`config.mk`:
```
export PLATFORM = sky130hd
export DESIGN_NAME = scmp_ctrl
export DESIGN_NICKNAME = d
export VERILOG_FILES = /design/src/design/scmp_pkg.sv /design/src/design/scmp_ctrl.sv
export SDC_FILE = /design/constraint.sdc
export NUM_CORES = 1
export LEC_CHECK = 0
export BUFFER_PORTS_ARGS = -buffer_cell sky130_fd_sc_hd__buf_2
export CAP_MARGIN = 20
export CORE_MARGIN = 5
export CORE_UTILIZATION = 40
export DETAILED_ROUTE_END_ITERATION = 7
export PLACE_DENSITY = 0.73
export SLEW_MARGIN = 15
export SYNTH_ARGS = -nofsm -noshare
export SYNTH_HDL_FRONTEND = slang
export SYNTH_SLANG_ARGS = --single-unit
```
`constraint.sdc`:
```
create_clock -name clk -period 1.3 [get_ports clk]
set_input_delay 0.065 -clock clk [delete_from_list [all_inputs] [get_ports clk]]
set_output_delay 0.065 -clock clk [all_outputs]
set_load 0.05 [all_outputs]
```
`src/design/scmp_pkg.sv`:
```
// Shared types, constants and elaboration-time tables for the stereo compressor.
// No dependencies; imported by every other file of the block.
package scmp_pkg;

  localparam int SAMPLE_BITS_DEF = 24;
  localparam int LOG_DEPTH_DEF   = 256;
  localparam int ADDR_W          = 5;
  localparam int DATA_W          = 32;

  localparam logic [14:0] DB_FLOOR_MAG = 15'd24576;   // 96 dB in Q8.8
  localparam logic [18:0] DB_PER_LOG2  = 19'd394566;  // 20*log10(2), Q16
  localparam logic [13:0] LOG2_PER_DB  = 14'd10885;   // 1/(20*log10(2)), Q16

  typedef enum logic [2:0] {
    REG_ENABLE, REG_THRESH, REG_IRATIO, REG_KNEE, REG_ATTACK, REG_RELEASE, REG_MAKEUP
  } reg_idx_t;

  typedef struct packed {
    logic        enable;
    logic [14:0] threshold_db;
    logic [15:0] inverse_ratio;
    logic [12:0] knee_db;
    logic [15:0] attack_coeff;
    logic [15:0] release_coeff;
    logic [14:0] makeup_gain;
  } cfg_t;

  typedef enum logic [4:0] {
    CMD_NOP, CMD_LOAD, CMD_NORM, CMD_LOGI, CMD_LOGSQ, CMD_LVL, CMD_ENV1, CMD_ENV2,
    CMD_REGION, CMD_HARD, CMD_KNEE1, CMD_KNEE2, CMD_DIV, CMD_NLOG, CMD_EXP,
    CMD_SHIFT, CMD_MKUP, CMD_SCL, CMD_SCR, CMD_PUSH
  } cmd_t;

  typedef struct packed {
    cmd_t       cmd;
    logic [3:0] step;
  } dp_cmd_t;

  typedef enum logic [1:0] {RG_BELOW, RG_KNEE, RG_ABOVE} region_t;

  typedef struct packed {
    region_t region;
    logic    out_free;
  } dp_stat_t;

  typedef enum logic [4:0] {
    S_IDLE, S_NORM, S_LOGI, S_LOGSQ, S_LVL, S_ENV1, S_ENV2, S_REGION, S_HARD,
    S_KNEE1, S_KNEE2, S_DIV, S_NLOG, S_EXP, S_SHIFT, S_MKUP, S_SCL, S_SCR, S_DONE
  } state_t;

  typedef logic [15:0][30:0] root_tab_t;

  function automatic logic [63:0] isqrt64(input logic [63:0] v_in);
    logic [63:0] v;
    logic [63:0] res;
    logic [63:0] bitv;
    v    = v_in;
    res  = '0;
    bitv = 64'd1 << 62;
    for (int i = 0; i < 32; i++) begin
      if (v >= res + bitv) begin
        v   = v - (res + bitv);
        res = (res >> 1) + bitv;
      end else begin
        res = res >> 1;
      end
      bitv = bitv >> 2;
    end
    return res;
  endfunction

  // entry k: 2^-(2^(k-16)) in Q1.30, each the floor sqrt of the one above it
  function automatic root_tab_t exp_roots();
    root_tab_t   t;
    logic [63:0] r;
    r = isqrt64(64'd1 << 59);
    for (int k = 15; k >= 0; k--) begin
      t[k] = r[30:0];
      r    = isqrt64(r << 30);
    end
    return t;
  endfunction

  localparam root_tab_t EXP_ROOT = exp_roots();

endpackage

```
`src/design/scmp_ctrl.sv`:
```
// Sequencer of the compressor: walks the datapath through one frame.
// Depends on scmp_pkg (state, command and status types).
module scmp_ctrl (
  input  logic               clk,
  input  logic               rst,
  input  logic               enable,
  input  logic               in_valid,
  output logic               in_ready,
  input  scmp_pkg::dp_stat_t stat,
  output scmp_pkg::dp_cmd_t  cmd
);
  import scmp_pkg::*;

  state_t     state, state_next;
  logic [3:0] step, step_next;

  always_ff @(posedge clk) begin
    if (rst) begin
      state <= S_IDLE;
      step  <= '0;
    end else begin
      state <= state_next;
      step  <= step_next;
    end
  end

  // next state and step count
  always_comb begin
    state_next = state;
    step_next  = '0;
    unique case (state)
      S_IDLE:   if (in_valid) state_next = enable ? S_NORM : S_DONE;
      S_NORM: begin
        if (step == 4'd4) state_next = S_LOGI;
        else step_next = step + 4'd1;
      end
      S_LOGI:   state_next = S_LOGSQ;
      S_LOGSQ: begin
        if (step == 4'd15) state_next = S_LVL;
        else step_next = step + 4'd1;
      end
      S_LVL:    state_next = S_ENV1;
      S_ENV1:   state_next = S_ENV2;
      S_ENV2:   state_next = S_REGION;
      S_REGION: begin
        case (stat.region)
          RG_ABOVE: state_next = S_HARD;
          RG_KNEE:  state_next = S_KNEE1;
          default:  state_next = S_NLOG;
        endcase
      end
      S_HARD:   state_next = S_NLOG;
      S_KNEE1:  state_next = S_KNEE2;
      S_KNEE2:  state_next = S_DIV;
      S_DIV: begin
        if (step == 4'd13) state_next = S_NLOG;
        else step_next = step + 4'd1;
      end
      S_NLOG:   state_next = S_EXP;
      S_EXP: begin
        if (step == 4'd15) state_next = S_SHIFT;
        else step_next = step + 4'd1;
      end
      S_SHIFT:  state_next = S_MKUP;
      S_MKUP:   state_next = S_SCL;
      S_SCL:    state_next = S_SCR;
      S_SCR:    state_next = S_DONE;
      S_DONE:   if (stat.out_free) state_next = S_IDLE;
      default:  state_next = S_IDLE;
    endcase
  end

  // commands
  always_comb begin
    in_ready = (state == S_IDLE);
    cmd.step = step;
    unique case (state)
      S_IDLE:   cmd.cmd = in_valid ? CMD_LOAD : CMD_NOP;
      S_NORM:   cmd.cmd = CMD_NORM;
      S_LOGI:   cmd.cmd = CMD_LOGI;
      S_LOGSQ:  cmd.cmd = CMD_LOGSQ;
      S_LVL:    cmd.cmd = CMD_LVL;
      S_ENV1:   cmd.cmd = CMD_ENV1;
      S_ENV2:   cmd.cmd = CMD_ENV2;
      S_REGION: cmd.cmd = CMD_REGION;
      S_HARD:   cmd.cmd = CMD_HARD;
      S_KNEE1:  cmd.cmd = CMD_KNEE1;
      S_KNEE2:  cmd.cmd = CMD_KNEE2;
      S_DIV:    cmd.cmd = CMD_DIV;
      S_NLOG:   cmd.cmd = CMD_NLOG;
      S_EXP:    cmd.cmd = CMD_EXP;
      S_SHIFT:  cmd.cmd = CMD_SHIFT;
      S_MKUP:   cmd.cmd = CMD_MKUP;
      S_SCL:    cmd.cmd = CMD_SCL;
      S_SCR:    cmd.cmd = CMD_SCR;
      S_DONE:   cmd.cmd = stat.out_free ? CMD_PUSH : CMD_NOP;
      default:  cmd.cmd = CMD_NOP;
    endcase
  end

  a_div_steps: assert property (@(posedge clk) disable iff (rst)
    state == S_DIV |-> step <= 4'd13)
    else $error("divider ran past its last quotient bit");

  a_bypass: assert property (@(posedge clk) disable iff (rst)
    in_valid && in_ready && !enable |=> state == S_DONE)
    else $error("bypass word did not go straight to output");

  a_hold_done: assert property (@(posedge clk) disable iff (rst)
    state == S_DONE && !stat.out_free |=> state == S_DONE)
    else $error("result dropped while output stage full");

endmodule

```
==> After elaboration in Yosys (flattened, before gate mapping) <==
Index checks and enable logic that the tools add are counted.
W data, S select, Z words.
{ "totals": {"register_bits": 9, "inputBits": 7, "output_inout_bits": 10, "elab_cells": 51} }
{ "op_classes": {"addsub": 1, "eq_ne": 29, "n_mux": 16, "n_reduce_logical": 3} }
{ "ops": {"columns": ["operator", "n"], "rows": [
  ["$pmux W5 S19", 2],
  ["$eq A5 B4 Y1 const B", 8],
  ["$mux W5", 8],
  ["$eq A5 B3 Y1 const B", 4],
  ["$eq A5 B5 Y1 const B", 3],
  ["$mux W4", 3],
  ["$ne A2 B2 Y1 const B", 6],
  ["$pmux W4 S3", 1],
  ["$eq A5 B2 Y1 const B", 2],
  ["$eq A4 B4 Y1 const B", 2],
  ["$pmux W3 S2", 1],
  ["$reduce_and A6 Y1", 1],
  ["$eq A5 B1 Y1 const B", 1],
  ["$logic_not A5 Y1", 1],
  ["$add A4 B1 Y4 const B", 1],
  ["$eq A4 B3 Y1 const B", 1],
  ["$eq A2 B1 Y1 const B", 1],
  ["$eq A2 B2 Y1 const B", 1],
  ["$reduce_or A2 Y1", 1],
  ["$mux W1", 1]
]} }

==> Longest topological paths before layout <==
Gate-level depths: netlist of run 1.
{ "depth": {"depth_word": 3, "depth_mapped": 6} }

==> Worst setup path before layout of run 1 <==
Ideal clock, no wire load.
{ "synth_path": {"path_kind": "reg2out", "start": "register state[4]", "end": "output port cmd[4] (netlist bit)", "arrival_ns": 2.071, "required_ns": 1.235, "path_slack_ns": -0.836, "stages_incl_launch_ff": 5, "path_buffers": 2, "path_cell_list": "dfxtp_1 -> buf_2 -> buf_2 -> nor3_1 -> a211oi_1"} }
{ "synth_lines": {"columns": ["item", "line_no", "source"], "rows": [
  ["start: declaration", "scmp_ctrl.sv:14", "state_t state, state_next;"],
  ["start signal: assignment", "scmp_ctrl.sv:22", "state <= state_next;"],
  ["end: declaration", "scmp_ctrl.sv:10", "output scmp_pkg::dp_cmd_t cmd"]
]} }

==> Worst setup path after layout of run 1 <==
{ "layout_path": {"start": "register state[3]", "end": "register state[0]"} }
{ "layout_via": {"elab_chain_len": 3, "elab_cells_between_ends": 27, "classes_between": "eq/ne (24); mux (1); reduce/logical (2)"} }
{ "layout_lines": {"columns": ["item", "line_no", "source"], "rows": [
  ["$eq A5 B4 Y1, or another cell as far along", "scmp_ctrl.sv:31", "unique case (state)"],
  ["$ne A2 B2 Y1 (no line)", null, null],
  ["$reduce_and A6 Y1 (no line)", null, null]
]} }
Parallel ways exist; a longest one is shown, timed or not.
A chain may end at the register's enable or synchronous reset.

==> impl_metrics.env, run 1 <==
export IMPL_outcome="finished with violations"
export IMPL_violations="negative setup slack"
export IMPL_maxCapViolCount=0
export IMPL_final_nets=160
export IMPL_r2r_slack_ns=-0.35
export IMPL_fin_ws_ns=-0.352
export IMPL_cts_root_buf="clkbuf_4"
export IMPL_synth_edff_count=0
export IMPL_vias_per_cell=5.58
export IMPL_drc=0
export IMPL_hold_class="in -> reg"
export IMPL_tightest_slew_ns=0.381
export IMPL_power_leakage_uw=0.000611
export IMPL_drt_iter0_drc=30
export IMPL_h_tree_depth=1
export IMPL_worstPathArrival_ns=1.85
export IMPL_layout_common_cells="buf_4, buf_6, buf_2, nor2_1"
export IMPL_cts_tree="built"
export IMPL_antenna_found_initial=0
export IMPL_clk_pin_slew_ns=0.07
export IMPL_drive_gt1_share_pct=63.5
export IMPL_clock_latency_ns=0.28
export IMPL_crit_path_start_kind="flip-flop"
export IMPL_cts_sinks=9
export IMPL_cp_end_kind="flip-flop"
export IMPL_final_cells=175
export IMPL_grt_pass1_wl_microns=4260
export IMPL_grt_max_degree=12
export IMPL_holdPathStages=2
export IMPL_seqCellArea_sq_um=204
export IMPL_cts_buffers=3
export IMPL_reg2reg_to="state[0]$_SDFFE_PP0P_"
export IMPL_final_util_pct=75.5
export IMPL_reg2regPathDepth=7
export IMPL_power_density_nw_per_um2=2150
export IMPL_portBuffers=16
export IMPL_wl_per_cell_microns=17.1
export IMPL_nFillCells=143
export IMPL_ys_flop_type="dfxtp_1"
export IMPL_place_inst=162
export IMPL_grt_pass1_vias=923
export IMPL_dieArea_sq_um=3030
export IMPL_required_ns=1.50
export IMPL_relSlewSlack_pct=74.4
export IMPL_startpoint="state[3]$_SDFFE_PP0P_"
export IMPL_grt_overflow=0
export IMPL_place_area_sq_um=1170
export IMPL_ys_warnings_count=0
export IMPL_syn_to_final_growth_pct=80.6
export IMPL_start_util_pct=41.8
export IMPL_final_common_cell="buf_4"
export IMPL_finClkSkew_ns=0.00288
export IMPL_ioPinCount=17
export IMPL_post_route_period_util_pct=127
export IMPL_cp_max_fo=3
export IMPL_syn_avg_cell_area_sq_um=8.04
export IMPL_core_sq_um=1940
export IMPL_die_height_microns=55.1
export IMPL_worstHoldEndpoint="step[2]$_SDFF_PP0_"
export IMPL_rsz0062_at_grt="yes"
export IMPL_synth_nets=112
export IMPL_ant_nets=0
export IMPL_async_flop_share_pct=0
export IMPL_place_congestion=0.821
export IMPL_max_freq_mhz=605
export IMPL_die_w_microns=55.1
export IMPL_setup_tns_ns=-3.22
export IMPL_finalHoldViolCount=0
export IMPL_multi_input_area_sq_um=759
export IMPL_total_power_uw=3160
export IMPL_ys_ff_latch=9
export IMPL_hp_start="rst"
export IMPL_setup_viol=14
export IMPL_finalWirelength_microns=3000
export IMPL_n_antenna_cell=0
export IMPL_ctsLongestPathBuffers=2
export IMPL_syn_area_sq_um=812
export IMPL_route_vias_total=977
export IMPL_rows=16
export IMPL_dp_final_hpwl_microns=1760
export IMPL_max_vdd_ir_drop_mv=1.68
export IMPL_ys_seq_area_share_pct=22.2
export IMPL_grt_usage_pct=19.7
export IMPL_syn_instance_count=101
export IMPL_synth_cell_types=41
export IMPL_drv_slew=0
export IMPL_period_minus_slack_ns=1.65
export IMPL_critPathKind="reg -> reg"
export IMPL_r2r_start="state[3]$_SDFFE_PP0P_"
export IMPL_fin_area_sq_um=1470
export IMPL_firstDrtPassIters=4
area by class of cell:
type | count | share of cell area [%]
Inverter | 6 | 1.54
Timing Repair Buffer | 50 | 28.6
Clock inverter | 1 | 0.341
Multi-Input combinational cell | 79 | 51.8
Clock buffer | 3 | 1.54
Sequential cell | 9 | 13.9
Tap cell | 27 | 2.30
per-layer routing:
metal  share of wire (%)  global-route usage, %
met1                  44                   24.6
met2                  48                   34.3
met3                 5.5                   4.83
met4                 2.0                   3.64
met5                   0                      0
sequential cells by signal, indices dropped and copies added (netlist names):
name	cells
step	4
state	5
metrics by stage:
stage | setup slack (ns) | hold slack [ns]
5_1_grt | -0.428 | 0.118
3_5_place_dp | -0.249 | 0.397
6_report | -0.352 | 0.103
4_1_cts | -0.366 | 0.102
2_1_floorplan | -0.208 | 0.266
3_3_place_gp | -0.175 | 0.385
how the worst max path moves through the flow:
| stage | depth (start not counted) | slack (ns) | to |
|---|---|---|---|
| after floorplan | 6 | -0.21 | state[2]$_SDFFE_PP0P_ |
| after global placement | 4 | -0.17 | state[0]$_SDFFE_PP0P_ |
| after detailed placement | 4 | -0.25 | state[2]$_SDFFE_PP0P_ |
| after CTS | 6 | -0.37 | cmd[4] |
| after global routing | 7 | -0.43 | state[0]$_SDFFE_PP0P_ |
| final | 7 | -0.35 | state[0]$_SDFFE_PP0P_ |
cells in the mapped netlist (all sizes together), types with 3 or more instances:
master  number  share of area (%)
dfxtp        9                 22
nor2         8                3.7
nor3         7                6.2
a21oi        6                3.7
inv          6                2.8
nand3        5                3.1
a211oi       4                4.3
buf          4                2.5
ha           4                6.2
o21ai        4                2.5
or3          4                4.3
clkbuf       3                1.4
nand2        3                1.4
nand2b       3                2.3
logic make-up (layout without fill, tap and decap cells):
group,after synthesis,after routing,synth area share (%)
muxes,1,1,1.23
adders and majority gates,4,4,6.16
DFF,9,9,22.2
xor gates and xnor gates,4,4,4.32
and+or+nand+nor,43,43,35.9
buffers and inverters,13,60,6.63
AOI/OAI and AO/OA,27,27,23.6
power breakdown:
group / internal, uW / switching (uW)
clock: 114 / 119
sequential: 352 / 94.9
combinational: 1140 / 1330
critical path, stage by stage, from the launching register on:
cell and delay, ns:
dfxtp_4 0.35, or3_4 0.41, buf_6 0.14, buf_4 0.12, buf_6 0.12, nor2_1 0.13
o211ai_1 0.15, a21oi_1 0.14
timing repair:
action | 4_1_cts | 5_1_grt
hold buffers | 0 | 0
endpoints found under the setup margin | 14 | 14
buffers inserted | 3 | 7
pin swaps | 6 | 10
gates resized for setup | 32 | 21
No activity file was read; power rests on OpenSTA's default activity.
==> inputs of run 2 (changes only) <==
Settings changed: SETUP_SLACK_MARGIN set to 0.5.
==> impl_metrics.env, run 2 (synthesis gave the netlist of run 1 again) <==
export IMPL_outcome="finished with violations"
export IMPL_violations="negative setup slack"
export IMPL_ioPinCount=17
export IMPL_power_leakage_uw=0.000702
export IMPL_grt_pass1_wl_microns=5250
export IMPL_largest_register_ffs=5
export IMPL_top_register="state"
export IMPL_final_common_cell="buf_4"
export IMPL_firstDrtPassIters=4
export IMPL_cts_buffers=3
export IMPL_relSlewSlack_pct=78.1
export IMPL_met3_wirelength_microns=354
export IMPL_crit_end="state[0]$_SDFFE_PP0P_"
export IMPL_finClkSkew_ns=0.0130
export IMPL_reg2regPathDepth=5
export IMPL_cp_max_fo=4
export IMPL_highest_layer="met4"
export IMPL_place_congestion=0.822
export IMPL_holdBufCountCts=0
export IMPL_portBuffers=16
export IMPL_cts_sinks=9
export IMPL_period_minus_slack_ns=1.71
export IMPL_vias_per_cell=6.03
export IMPL_syn_to_final_growth_pct=116
export IMPL_setup_tns_ns=-4.68
export IMPL_antenna_found_initial=0
export IMPL_n_antenna_cell=0
export IMPL_h_tree_depth=1
export IMPL_route_vias_total=1122
export IMPL_wl_met2_microns=1920
export IMPL_grt_max_degree=12
export IMPL_crit_path_start_kind="flip-flop"
export IMPL_cts_tree="built"
export IMPL_clock_latency_ns=0.28
export IMPL_core_sq_um=1940
export IMPL_setup_viol=14
export IMPL_crit_path_max_incr_delay_ns=0.43
export IMPL_hold_class="in -> reg"
export IMPL_largestRegisters="state (5), step (4)"
export IMPL_critPathKind="reg -> reg"
export IMPL_r2r_start="state[2]$_SDFFE_PP0P_"
export IMPL_power_density_nw_per_um2=2120
export IMPL_grt_usage_pct=24.8
export IMPL_ant_nets=0
export IMPL_worstPathCellList="buf_6 > or3_4 > or4_4 > o211ai_1 > a21oi_1"
export IMPL_ctsLongestPathBuffers=2
export IMPL_r2r_slack_ns=-0.41
export IMPL_layout_common_cells="buf_4, buf_6, dfxtp_4, buf_8"
export IMPL_dp_final_hpwl_microns=1900
export IMPL_cp_end_kind="flip-flop"
export IMPL_max_freq_mhz=585
export IMPL_grt_overflow=0
export IMPL_reg2reg_to="state[0]$_SDFFE_PP0P_"
export IMPL_die_w_microns=55.1
export IMPL_fin_ws_ns=-0.408
export IMPL_grt_pass1_vias=1061
export IMPL_drt_iter0_drc=63
export IMPL_worst_path_max_delay_cell="or4_4"
export IMPL_final_nets=171
export IMPL_hold_ws_ns=0.127
export IMPL_maxCapViolCount=0
export IMPL_wl_per_cell_microns=21.4
export IMPL_place_ws_ns=-0.225
export IMPL_startpoint="state[2]$_SDFFE_PP0P_"
export IMPL_drc=0
export IMPL_hp_start="rst"
export IMPL_start_util_pct=41.8
export IMPL_rsz0062_at_grt="yes"
export IMPL_worstPathArrival_ns=1.85
export IMPL_finalWirelength_microns=3970
export IMPL_drive_gt1_share_pct=70.4
export IMPL_die_height_microns=55.1
export IMPL_finalHoldViolCount=0
export IMPL_post_route_period_util_pct=131
export IMPL_max_vdd_ir_drop_mv=1.99
export IMPL_tightest_slew_ns=0.328
export IMPL_required_ns=1.44
export IMPL_drv_slew=0
export IMPL_cts_root_buf="clkbuf_4"
export IMPL_clk_pin_slew_ns=0.08
export IMPL_wl_met1_microns=1600
export IMPL_dieArea_sq_um=3030
export IMPL_rows=16
==> run 2: cell types whose count changed in the layout (fill, tap and decap cells not counted), moves of 2 or more <==
cell and delta:
nor3_1 -2, buf_12 +2, dfxtp_2 -3, dfxtp_4 +3
nor3_2 +2, buf_2 -4, a21oi_4 +2, nand3_2 -2
buf_6 +6, buf_8 +7
==> run 2: per-stage QoR <==
stage	instance area (sq um)	total power, uW	std cells	util, %
after floorplan	967	1800	101	-
after detailed placement	1210	2310	164	62.4
after CTS	1570	3180	179	80.6
final	1750	3730	186	90.3
after global placement	1210	2260	164	62.4
after global routing	1750	3870	186	90.3
==> run 2: critical path: cells and delay by family (launching register included) <==
family	cells	cell delay (ns)
simple gates	2	0.79
flops	1	0.37
buf+inv	1	0.12
compound gates	2	0.30
==> run 2: cell type report <==
cell class                 count  area [sq um]
tap                           27          33.8
sequential                     9           211
fill                          73           188
timing repair buffer          61           612
clock buffer                   3          22.5
inverter                       6          22.5
clock inverter                 1          5.00
multi-input combinational     79           847
==> run 2: report_power, final <==
part / switching [uW] / internal [uW] / total [uW]
Clock: 126 / 114 / 240
Sequential: 92.4 / 353 / 446
Combinational: 1590 / 1450 / 3040
==> run 2: what timing repair did <==
action | in CTS | in global routing
setup endpoints to repair | 19 | 19
pin swaps | 11 | 16
setup buffers | 11 | 7
resized for setup | 60 | 26
==> run 2: per-layer routing <==
metal	vias to the layer above	track usage, %
met1	556	30.5
met5	-	0
met2	71	41.9
li1	487	-
met3	8	7.51
met4	0	6.48
==> run 2: worst min-delay path by stage <==
stage	to	depth (start not counted)
global route	step[2]$_SDFF_PP0_	2
global placement	step[2]$_SDFF_PP0_	2
detailed placement	step[2]$_SDFF_PP0_	2
CTS	step[2]$_SDFF_PP0_	2
floorplan	state[4]$_SDFFE_PP0P_	2
finish	step[2]$_SDFF_PP0_	2
