`src/design/scmp_pkg.sv`:
```
// Shared types, constants and elaboration-time tables for the stereo compressor.
// No dependencies; imported by every other file of the block.
package scmp_pkg;

  localparam int SAMPLE_BITS_DEF = 24;
  localparam int LOG_DEPTH_DEF   = 256;
  localparam int ADDR_W          = 5;
  localparam int DATA_W          = 32;

  localparam logic [14:0] DB_FLOOR_MAG = 15'd24576;   // 96 dB in Q8.8
  localparam logic [18:0] DB_PER_LOG2  = 19'd394566;  // 20*log10(2), Q16
  localparam logic [13:0] LOG2_PER_DB  = 14'd10885;   // 1/(20*log10(2)), Q16

  typedef enum logic [2:0] {
    REG_ENABLE, REG_THRESH, REG_IRATIO, REG_KNEE, REG_ATTACK, REG_RELEASE, REG_MAKEUP
  } reg_idx_t;

  typedef struct packed {
    logic        enable;
    logic [14:0] threshold_db;
    logic [15:0] inverse_ratio;
    logic [12:0] knee_db;
    logic [15:0] attack_coeff;
    logic [15:0] release_coeff;
    logic [14:0] makeup_gain;
  } cfg_t;

  typedef enum logic [4:0] {
    CMD_NOP, CMD_LOAD, CMD_NORM, CMD_LOGI, CMD_LOGSQ, CMD_LVL, CMD_ENV1, CMD_ENV2,
    CMD_REGION, CMD_HARD, CMD_KNEE1, CMD_KNEE2, CMD_DIV, CMD_NLOG, CMD_EXP,
    CMD_SHIFT, CMD_MKUP, CMD_SCL, CMD_SCR, CMD_PUSH
  } cmd_t;

  typedef struct packed {
    cmd_t       cmd;
    logic [3:0] step;
  } dp_cmd_t;

  typedef enum logic [1:0] {RG_BELOW, RG_KNEE, RG_ABOVE} region_t;

  typedef struct packed {
    region_t region;
    logic    out_free;
  } dp_stat_t;

  typedef enum logic [4:0] {
    S_IDLE, S_NORM, S_LOGI, S_LOGSQ, S_LVL, S_ENV1, S_ENV2, S_REGION, S_HARD,
    S_KNEE1, S_KNEE2, S_DIV, S_NLOG, S_EXP, S_SHIFT, S_MKUP, S_SCL, S_SCR, S_DONE
  } state_t;

  typedef logic [15:0][30:0] root_tab_t;

  function automatic logic [63:0] isqrt64(input logic [63:0] v_in);
    logic [63:0] v;
    logic [63:0] res;
    logic [63:0] bitv;
    v    = v_in;
    res  = '0;
    bitv = 64'd1 << 62;
    for (int i = 0; i < 32; i++) begin
      if (v >= res + bitv) begin
        v   = v - (res + bitv);
        res = (res >> 1) + bitv;
      end else begin
        res = res >> 1;
      end
      bitv = bitv >> 2;
    end
    return res;
  endfunction

  // entry k: 2^-(2^(k-16)) in Q1.30, each the floor sqrt of the one above it
  function automatic root_tab_t exp_roots();
    root_tab_t   t;
    logic [63:0] r;
    r = isqrt64(64'd1 << 59);
    for (int k = 15; k >= 0; k--) begin
      t[k] = r[30:0];
      r    = isqrt64(r << 30);
    end
    return t;
  endfunction

  localparam root_tab_t EXP_ROOT = exp_roots();

endpackage

```
`src/design/scmp_regs.sv`:
```
// APB-style configuration register file of the compressor.
// Depends on scmp_pkg (cfg_t, register indexes).
module scmp_regs (
  input  logic                        clk,
  input  logic                        rst,
  input  logic                        psel,
  input  logic                        penable,
  input  logic                        pwrite,
  input  logic [scmp_pkg::ADDR_W-1:0] paddr,
  input  logic [scmp_pkg::DATA_W-1:0] pwdata,
  output logic [scmp_pkg::DATA_W-1:0] prdata,
  output logic                        pready,
  output scmp_pkg::cfg_t              cfg
);
  import scmp_pkg::*;

  logic     wr;
  reg_idx_t idx;

  assign pready = 1'b1;
  assign wr     = psel && penable && pwrite;
  assign idx    = reg_idx_t'(paddr[4:2]);

  always_ff @(posedge clk) begin
    if (rst) begin
      cfg.enable        <= 1'b0;
      cfg.threshold_db  <= '0;
      cfg.inverse_ratio <= 16'd32768;
      cfg.knee_db       <= '0;
      cfg.attack_coeff  <= 16'd64000;
      cfg.release_coeff <= 16'd65400;
      cfg.makeup_gain   <= 15'd1024;
    end else if (wr) begin
      unique case (idx)
        REG_ENABLE:  cfg.enable        <= pwdata[0];
        REG_THRESH:  cfg.threshold_db  <= pwdata[14:0];
        REG_IRATIO:  cfg.inverse_ratio <= pwdata[15:0];
        REG_KNEE:    cfg.knee_db       <= pwdata[12:0];
        REG_ATTACK:  cfg.attack_coeff  <= pwdata[15:0];
        REG_RELEASE: cfg.release_coeff <= pwdata[15:0];
        REG_MAKEUP:  cfg.makeup_gain   <= pwdata[14:0];
        default: ;
      endcase
    end
  end

  always_comb begin
    unique case (idx)
      REG_ENABLE:  prdata = {31'd0, cfg.enable};
      REG_THRESH:  prdata = {17'd0, cfg.threshold_db};
      REG_IRATIO:  prdata = {16'd0, cfg.inverse_ratio};
      REG_KNEE:    prdata = {19'd0, cfg.knee_db};
      REG_ATTACK:  prdata = {16'd0, cfg.attack_coeff};
      REG_RELEASE: prdata = {16'd0, cfg.release_coeff};
      REG_MAKEUP:  prdata = {17'd0, cfg.makeup_gain};
      default:     prdata = '0;
    endcase
  end

endmodule

```
`config.mk`:
```
export PLATFORM = sky130hd
export DESIGN_NAME = scmp_regs
export DESIGN_NICKNAME = d
export VERILOG_FILES = /design/src/design/scmp_pkg.sv /design/src/design/scmp_regs.sv
export SDC_FILE = /design/constraint.sdc
export NUM_CORES = 1
export LEC_CHECK = 0
export BUFFER_PORTS_ARGS = -buffer_cell sky130_fd_sc_hd__buf_4
export CORE_MARGIN = 3
export CORE_UTILIZATION = 50
export DETAILED_ROUTE_END_ITERATION = 10
export PLACE_DENSITY = 0.81
export SYNTH_ARGS = -nofsm -noshare
export SYNTH_HDL_FRONTEND = slang
export SYNTH_SLANG_ARGS = --single-unit
```
`constraint.sdc`:
```
create_clock -name clk -period 1.4 [get_ports clk]
set_clock_uncertainty 0.1 [all_clocks]
set_input_delay 0.07 -clock clk [delete_from_list [all_inputs] [get_ports clk]]
set_output_delay 0.07 -clock clk [all_outputs]
set_load 0.02 [all_outputs]
```
# [Word level (Yosys, flattened, before mapping)]
# Cells that the tools add are included.
[totals] wordCells=24 in_bits=42 out_inout_bits=125 register_bits=92
[op_classes] mux=1 n_eq_ne=6 n_reduce_logical=10
[op_table] operator="$pmux W16 S7" count=1
[op_table] operator="$reduce_and A2 Y1" count=7
[op_table] operator="$eq A3 B3 Y1 const B" count=3
[op_table] operator="$eq A3 B2 Y1 const B" count=2
[op_table] operator="$eq A3 B1 Y1 const B" count=1
[op_table] operator="$logic_not A3 Y1" count=1
[op_table] operator="$logic_and A1 B1 Y1" count=2

# [Depth between registers and ports, before layout]
# Gate-level depths: netlist (run 1).
[logic_depth] depth_word=3 ltp_mapped=7 depth_no_buf=3

# [Least setup slack after synthesis (run 1)]
# Ideal clock, no wire load.
[synth_path] path_type="flip-flop to output port" start="register cfg[47] in the netlist's numbering" end="output port prdata[0] in the netlist's numbering" n_path_buf=0 stages_incl_launch_ff=4 required_ps=1230 arrival_ps=1223 path_slack_ps=7 cell_sequence="dfxtp_1 -> mux2i_1 -> or2_2 -> a31oi_1"
[synth_between] elab_chain_cells=1
[synth_lines] element="from (decl)" line="scmp_regs.sv:13" source="output scmp_pkg::cfg_t cfg"
[synth_lines] element="$pmux W16 S7" line="scmp_regs.sv:48" source="unique case (idx)"
[synth_lines] element="to (decl)" line="scmp_regs.sv:11" source="output logic [scmp_pkg::DATA_W-1:0] prdata,"
# No other way between the ends.

# [Worst setup path after layout (run 1)]
[layout_path] start="register cfg[27] in the netlist's numbering" end="output port prdata[12] in the netlist's numbering"
# Same word-level chain as after synthesis.

==> flow_metrics.env, run 1 <==
export IMPL_worst_slew_pin_slew_ns=0.796
export IMPL_nets=688
export IMPL_crit_slowest_cell="dfxtp_2"
export IMPL_drv_slew=0
export IMPL_port_buffers=131
export IMPL_synth_cells=461
export IMPL_crit_path_start_kind="flip-flop"
export IMPL_place_area_um2=5740
export IMPL_drt_initial_drc_count=170
export IMPL_critPathMaxFanout=2
export IMPL_dr_pass1_iters=4
export IMPL_min_from="paddr[3]"
export IMPL_synth_edf_count=0
export IMPL_required_ns=1.23
export IMPL_reg2reg_from="cfg[6]"
export IMPL_clock_root_buffer="clkbuf_8"
export IMPL_hpwl_mm=9.66
export IMPL_htree_num_levels=3
export IMPL_drive_gt1_share_pct=43.0
export IMPL_synth_seq_cells=92
export IMPL_drcViolationCount=0
export IMPL_initial_core_util_pct=51.9
export IMPL_synthArstFlopShare_pct=0
export IMPL_regMostFlops="cfg"
export IMPL_finish_utilization_pct=74.2
export IMPL_hold_violations=0
export IMPL_cts_tree="built"
export IMPL_netlist_top_cells_area="dfxtp_1 41%, mux2i_1 23%, nand2b_1 12%, buf_4 3.8%, mux2_2 3.0%"
export IMPL_antenna_found_initial=0
export IMPL_final_period_utilization_pct=116
export IMPL_startpoint="cfg[27]"
export IMPL_chipWidth_um=101
export IMPL_layout_commonest_cell="buf_4"
export IMPL_grt_max_degree=42
export IMPL_p_per_area_nw_per_um2=805
export IMPL_ys_warn_count=0
export IMPL_path_class="flip-flop to primary output"
export IMPL_regArea_um2=1880
export IMPL_die_h_um=101
export IMPL_critPathMaxStageDelay_ns=0.33
export IMPL_relSlewSlack_pct=46.7
export IMPL_hold_path_class="input port to flip-flop"
export IMPL_max_freq_mhz=617
export IMPL_clock_latency_ns=0.34
export IMPL_top_regs="cfg x92"
export IMPL_yosysTopAreaCellShare_pct=40.5
export IMPL_rsz0062_at_grt="true"
export IMPL_grt_pass1_wl_mm=21.8
export IMPL_violations="negative setup slack"
export IMPL_ios=167
export IMPL_largest_reg_flops=92
export IMPL_p_total_mw=5.23
export IMPL_crit_family="compound AO/OA/AOI/OAI gates"
export IMPL_postRouteAntennaNets=0
export IMPL_cp_cell_sequence="mux2_2, a221oi_2, a21oi_2, buf_4"
export IMPL_crit_arrival_ns=1.45
export IMPL_die_area_um2=10300
export IMPL_end_kind="primary output"
export IMPL_ys_flop_type="dfxtp_1"
export IMPL_ys_types=31
export IMPL_gp_congestion=0.904
export IMPL_status="complete, but fails checks"
export IMPL_track_usage_pct=27.2
export IMPL_setup_viol=15
export IMPL_insertedDiodeCount=0
export IMPL_via_per_inst=5.42
export IMPL_vias=4117
export IMPL_cts_sinks=92
export IMPL_area_growth_pct=43.0
export IMPL_cp_num_buf_inv=1
export IMPL_multi_input_area_um2=2580
export IMPL_yosys_area_top_type="dfxtp_1"
export IMPL_yosysSeqAreaShare_pct=40.5
export IMPL_max_vdd_ir_drop_mv=0.633
export IMPL_design_area_um2=6500
export IMPL_wl_per_cell_um=18.4
export IMPL_final_cell_mix="190 x buf_4, 106 x mux2i_1, 84 x nand2b_1"
export IMPL_numCtsBuffers=9
export IMPL_grt_pass1_vias=4093
export IMPL_synth_area_um2=4550
export IMPL_clk_path_buf_depth=2
export IMPL_path_clk_slew_ns=0.09
export IMPL_overflow=0
export IMPL_final_setup_tns_ns=-2.38
export IMPL_num_rows=34
export IMPL_syn_avg_cell_area_um2=9.86
export IMPL_core_area_um2=8760
export IMPL_leakage_nw=3.23
export IMPL_wl_mm=14.0
export IMPL_nFillCells=603
export IMPL_period_needed_ns=1.62
export IMPL_maxCapViolCount=0
export IMPL_setup_slack_ns=-0.221
## cells in the mapped netlist, types with 2 or more instances
cell type	number
o21ai_0	5
buf_4	23
nand2b_1	84
a21oi_1	18
conb_1	2
nand2_2	2
clkbuf_1	17
mux2i_1	106
a2bb2oi_1	14
buf_6	3
mux2_2	12
a221oi_1	14
buf_2	9
nand2_1	5
nand3_1	4
nor2b_1	5
dfxtp_1	92
nor2_1	33
## layout make-up
| type | instances | share of cell area (%) |
|---|---|---|
| flip-flops and latches | 92 | 29.0 |
| clock inverters | 5 | 0.924 |
| multi-input cells | 331 | 39.7 |
| clock buffers | 11 | 2.18 |
| repair buffers | 212 | 26.1 |
| well taps | 108 | 2.08 |
## where the power goes
part / internal, mW / switching (mW)
Clock: 0.883 / 0.941
Sequential: 2.63 / 0.0171
Combinational: 0.344 / 0.411
Total: 3.86 / 1.37
## routing by layer
metal	part of all wire (%)	vias to the layer above	global-route usage (%)
met4	2.6	0	9.61
li1	-	1932	-
met5	0	-	0
met3	6.4	27	5.10
met1	41	1996	35.4
met2	50	162	45.3
## stage by stage
step / instances / setup slack (ns) / hold slack (ns)
final: 759 / -0.221 / 0.00261
after global routing: 759 / -0.276 / 0.0340
after CTS: 754 / -0.199 / 0.0320
after detailed placement: 699 / -0.304 / 0.249
after global placement: 699 / -0.301 / 0.232
after floorplan: 476 / 0.00684 / 0.118
## path summary, 6_finish.rpt
check	to	slack, ns	cells after the start
max	prdata[12]	-0.22	4
min reg2reg	cfg[41]	0.39	2
min	cfg[15]	0.003	4
max reg2reg	cfg[6]	0.44	4
## worst min-delay path: stages
cell     delay [ns]
buf_4          0.10
nor2b_2        0.10
nand3_1        0.10
a21oi_1        0.05
## logic make-up (layout without fill, tap and decap cells)
kind of cell,Yosys count,count (layout),share of synthesized area [%]
muxes,118,118,26.3
DFF,92,92,40.5
AOI/OAI and AO/OA,53,53,8.26
and+or+nand+nor,143,143,17.7
other,2,17,0.165
buffers and inverters,53,228,7.02
## what timing repair did
action / 4_1_cts / 5_1_grt
pin swaps: 9 / 6
endpoints found under the setup margin: 15 / 18
resized for setup: 52 / 12
hold endpoints to repair: 45 / 0
gates cloned: 0 / 0
hold buffers: 16 / 0
buffers inserted: 23 / 5
Power figures use the tool's default switching activity.
==> run 2: changes to the inputs <==
==> constraint.sdc (replaced) <==
create_clock -name clk -period 1.8 [get_ports clk]
set_clock_uncertainty 0.1 [all_clocks]
set_input_delay 0.09 -clock clk [delete_from_list [all_inputs] [get_ports clk]]
set_output_delay 0.09 -clock clk [all_outputs]
set_load 0.02 [all_outputs]
==> run 2 against run 1 <==
The run now ends clean; sequential power decreased by 22%; die area stayed put; combinational power fell by 29%.
==> flow_metrics.env, run 2 (synthesis results as in run 1) <==
export IMPL_status="finished, final reports clean"
export IMPL_clock_root_buffer="clkbuf_8"
export IMPL_cts_sinks=92
export IMPL_via_per_inst=5.44
export IMPL_drt_initial_drc_count=189
export IMPL_die_area_um2=10300
export IMPL_vias=3898
export IMPL_crit_path_start_kind="flip-flop"
export IMPL_leakage_nw=2.92
export IMPL_grt_use_met1_pct=31.1
export IMPL_antenna_found_initial=0
export IMPL_path_clk_slew_ns=0.08
export IMPL_port_buffers=131
export IMPL_hpwl_mm=9.11
export IMPL_setup_viol=0
export IMPL_required_ns=1.61
export IMPL_final_cell_mix="148 x buf_4, 106 x mux2i_1, 92 x dfxtp_1"
export IMPL_final_setup_tns_ns=0
export IMPL_place_inst=684
export IMPL_overflow=0
export IMPL_p_per_area_nw_per_um2=663
export IMPL_grt_pass1_wl_mm=19.4
export IMPL_maxCapViolCount=0
export IMPL_grt_pass1_vias=3811
export IMPL_period_needed_ns=1.73
export IMPL_dr_pass1_iters=4
export IMPL_r2r_end="cfg[22]"
export IMPL_area_growth_pct=31.5
export IMPL_reg2reg_depth=2
export IMPL_reg2reg_slack_ns=0.97
export IMPL_worst_slew_pin_slew_ns=0.852
export IMPL_core_area_um2=8760
export IMPL_regMostFlops="cfg"
export IMPL_insertedDiodeCount=0
export IMPL_wl_mm=12.7
export IMPL_met3_usage_pct=4.75
export IMPL_drive_gt1_share_pct=30.6
export IMPL_reg2reg_from="cfg[22]"
export IMPL_rsz0062_at_grt="false"
export IMPL_drv_slew=0
export IMPL_grt_most_used_layer="met2"
export IMPL_crit_arrival_ns=1.54
export IMPL_grt_use_met2_pct=39.7
export IMPL_path_class="flip-flop to primary output"
export IMPL_max_freq_mhz=579
export IMPL_hold_violations=0
export IMPL_final_period_utilization_pct=95.9
export IMPL_chipWidth_um=101
export IMPL_track_usage_pct=24.3
export IMPL_max_vdd_ir_drop_mv=0.468
export IMPL_cts_tree="built"
export IMPL_endpoint="prdata[2]"
export IMPL_grt_max_degree=50
export IMPL_num_rows=34
export IMPL_startpoint="cfg[17]"
export IMPL_clock_latency_ns=0.35
export IMPL_layout_commonest_cell="buf_4"
export IMPL_critPathMaxFanout=3
export IMPL_end_kind="primary output"
export IMPL_final_cells=716
export IMPL_drcViolationCount=0
export IMPL_hold_path_class="input port to flip-flop"
export IMPL_top_regs="cfg x92"
export IMPL_largest_reg_flops=92
export IMPL_die_h_um=101
export IMPL_numCtsBuffers=9
export IMPL_initial_core_util_pct=51.9
export IMPL_cts_setup_buffers=0
export IMPL_clk_path_buf_depth=2
export IMPL_gp_congestion=0.836
export IMPL_nets=645
export IMPL_postRouteAntennaNets=0
export IMPL_relSlewSlack_pct=43.1
export IMPL_htree_num_levels=3
export IMPL_ios=167
export IMPL_wl_per_cell_um=17.7
## run 2: cell count changes in the layout (fill, tap and decap cells not counted), sizes merged
cell and delta:
clkinv +2, buf -43, clkbuf -2
## run 2: where the power goes
group	internal (mW)	switching, mW	total (mW)
sequential	2.05	0.0134	2.06
clock	0.637	0.730	1.37
combinational	0.238	0.295	0.533
## run 2: area by class of cell
class | count | area (um2)
repair buffers | 169 | 1370
fillers | 697 | 2780
flip-flops and latches | 92 | 1840
clock buffers | 9 | 124
clock inverters | 7 | 66.3
well taps | 108 | 135
multi-input cells | 331 | 2440
## run 2: worst min path at each step
stage,end,cells after the start,start,slack [ns]
final,cfg[16],2,rst,0.07
after global routing,cfg[8],3,paddr[4],0.08
after CTS,cfg[16],2,rst,0.06
after detailed placement,cfg[23],3,pwdata[8],0.27
after global placement,cfg[21],3,pwdata[6],0.26
after floorplan,cfg[15],2,pwdata[0],0.14
## run 2: critical path, cell delays in order (launching register included)
cell,delay (ns)
dfxtp_1,0.35
mux2_2,0.27
a221oi_1,0.28
a21oi_1,0.11
buf_4,0.17
## run 2: metrics by stage
stage	hold WS [ns]	power, mW	instance area (um2)	setup slack (ns)	util (%)
floorplan	0.138	2.45	4600	0.387	-
global placement	0.255	2.60	5630	0.117	64.2
detailed placement	0.269	2.61	5630	0.150	64.2
CTS	0.0638	3.98	5980	0.0622	68.2
global route	0.0836	4.11	5980	0.0102	68.2
finish	0.0750	3.96	5980	0.0737	68.2
## run 2: per-layer routing
layer / wire length, um / part of all wire (%)
met1: 5310 / 42
met2: 6110 / 48
met3: 957 / 7.6
met4: 282 / 2.2
met5: 0 / 0
## run 2: what timing repair did
| item | 4_1_cts | 5_1_grt |
|---|---|---|
| resized for setup | 0 | 0 |
| endpoints found under the hold margin | 37 | 0 |
| hold buffers | 16 | 0 |
| setup endpoints to repair | 0 | 0 |
==> run 3: changes to the inputs <==
==> constraint.sdc (replaced) <==
create_clock -name clk -period 1.8 [get_ports clk]
set_clock_uncertainty 0.1 [all_clocks]
set_input_delay 0.18 -clock clk [delete_from_list [all_inputs] [get_ports clk]]
set_output_delay 0.18 -clock clk [all_outputs]
set_load 0.02 [all_outputs]
==> run 3 against run 2 <==
Sequential share of layout area increased by 0.20 points; global-route usage increased by 0.32 points; register-to-register slack got worse by 0.03 ns; die area unchanged; non-clock buffer count decreased by 7; critical path depth unchanged; highest routed layer unchanged; combinational power decreased by 3%; sequential power about the same; first-iteration DRC count increased by 3.7%; via count decreased by 0.10%; cell count decreased by 0.98%.
==> flow_metrics.env, run 3 (synthesis results as in run 1) <==
export IMPL_cts_sinks=92
export IMPL_clock_root_buffer="clkbuf_8"
export IMPL_wl_mm=13.0
export IMPL_hold_violations=0
export IMPL_hpwl_mm=9.55
export IMPL_insertedDiodeCount=0
export IMPL_end_kind="primary output"
export IMPL_grt_pass1_vias=3745
export IMPL_final_cell_mix="155 x buf_4, 106 x mux2i_1, 87 x dfxtp_1"
export IMPL_crit_arrival_ns=1.50
export IMPL_clk_path_buf_depth=2
export IMPL_core_area_um2=8760
export IMPL_grt_max_degree=49
export IMPL_p_total_mw=4.16
export IMPL_top_regs="cfg x92"
export IMPL_intPower_mw=3.11
export IMPL_hold_path_class="input port to flip-flop"
export IMPL_ios=167
export IMPL_initial_core_util_pct=51.9
export IMPL_setup_viol=0
export IMPL_nets=638
export IMPL_drcViolationCount=0
export IMPL_status="finished, final reports clean"
export IMPL_p_per_area_nw_per_um2=698
export IMPL_htree_num_levels=3
export IMPL_layout_commonest_cell="buf_4"
export IMPL_path_clk_slew_ns=0.09
export IMPL_num_rows=34
export IMPL_switchingPower_mw=1.06
export IMPL_track_usage_pct=24.6
export IMPL_crit_path_start_kind="flip-flop"
export IMPL_drt_initial_drc_count=196
export IMPL_leakage_nw=2.92
export IMPL_final_period_utilization_pct=99.0
export IMPL_clock_latency_ns=0.34
export IMPL_antenna_found_initial=0
export IMPL_place_area_um2=5620
export IMPL_die_area_um2=10300
export IMPL_path_class="flip-flop to primary output"
export IMPL_nFillCells=709
export IMPL_period_needed_ns=1.78
export IMPL_swShare_pct=25.4
export IMPL_drv_slew=0
export IMPL_p_clk_share_pct=38.0
export IMPL_chipWidth_um=101
export IMPL_vias=3894
export IMPL_grt_pass1_wl_mm=19.8
export IMPL_worst_slew_pin_slew_ns=0.656
export IMPL_max_vdd_ir_drop_mv=0.434
export IMPL_port_buffers=131
export IMPL_critPathMaxFanout=3
export IMPL_whs_ns=0.0115
export IMPL_rsz0062_at_grt="true"
export IMPL_regMostFlops="cfg"
export IMPL_numCtsBuffers=9
export IMPL_wl_per_cell_um=18.3
export IMPL_regArea_um2=1850
export IMPL_design_area_um2=5960
export IMPL_max_freq_mhz=561
export IMPL_multi_input_area_um2=2490
export IMPL_comb_power_share_pct=12.5
export IMPL_die_h_um=101
export IMPL_largest_reg_flops=92
export IMPL_maxCapViolCount=0
export IMPL_drive_gt1_share_pct=34.1
export IMPL_gp_congestion=0.849
export IMPL_area_growth_pct=31.1
export IMPL_postRouteAntennaNets=0
export IMPL_required_ns=1.52
export IMPL_dr_pass1_iters=4
export IMPL_relSlewSlack_pct=56.1
export IMPL_cts_tree="built"
export IMPL_overflow=0
export IMPL_finish_utilization_pct=68.0
export IMPL_via_per_inst=5.49
export IMPL_p_seq_share_pct=49.6
[run 3: changes by cell type in the layout (fill, tap and decap cells not counted), moves of 2 or more]
cell,delta
a221oi_1,-6
buf_6,+2
clkinv_4,+2
dlygate4sd3_1,-13
dfxtp_1,-5
buf_4,+7
clkinv_2,-4
buf_12,-3
a221oi_2,+6
dfxtp_2,+5
[run 3: final timing paths]
kind,slack (ns),cells after the start,start,end
setup / recovery,0.02,4,cfg[25],prdata[10]
hold / removal,0.01,3,pwdata[1],cfg[16]
setup reg to reg,0.94,2,cfg[22],cfg[22]
hold reg to reg,0.40,2,cfg[41],cfg[41]
[run 3: through the flow]
stage,cells,worst slack (ns),TNS (ns)
2_1_floorplan,476,0.234,0
3_3_place_gp,688,-0.0601,-0.161
3_5_place_dp,688,-0.0839,-0.402
4_1_cts,707,0.0140,0
5_1_grt,709,-0.0315,-0.108
6_report,709,0.0174,0
[run 3: final cells by class]
class	instances	share of cell area, %
Timing Repair Buffer	162	21.1
Clock inverter	6	1.59
Multi-Input combinational cell	331	41.8
Clock buffer	10	2.31
Tap cell	108	2.27
Sequential cell	92	31.0
[run 3: critical path, stage by stage (launching register included)]
cell      delay, ns
dfxtp_2        0.35
mux2_2         0.28
a221oi_2       0.26
a21oi_1        0.09
buf_4          0.17
[run 3: power by group through the flow]
stage	registers (mW)	logic, mW	clock network (mW)
finish	2.06	0.519	1.58
global route	2.07	0.553	1.68
CTS	2.06	0.505	1.59
detailed placement	2.11	0.497	0
global placement	2.11	0.490	0
floorplan	2.12	0.325	0
[run 3: routing by layer]
metal,global-route usage (%),share of wire [%],vias up
met1,33.0,43,1897
met5,0,0,-
met3,5.44,7.5,12
li1,-,-,1834
met4,5.32,0.79,0
met2,40.8,49,151
[run 3: what timing repair did]
action,CTS,global route
setup buffers,0,2
hold endpoints to repair,3,0
pin swaps,0,1
gates resized for setup,4,12
hold buffers,3,0
endpoints found under the setup margin,9,9
gates cloned,0,0
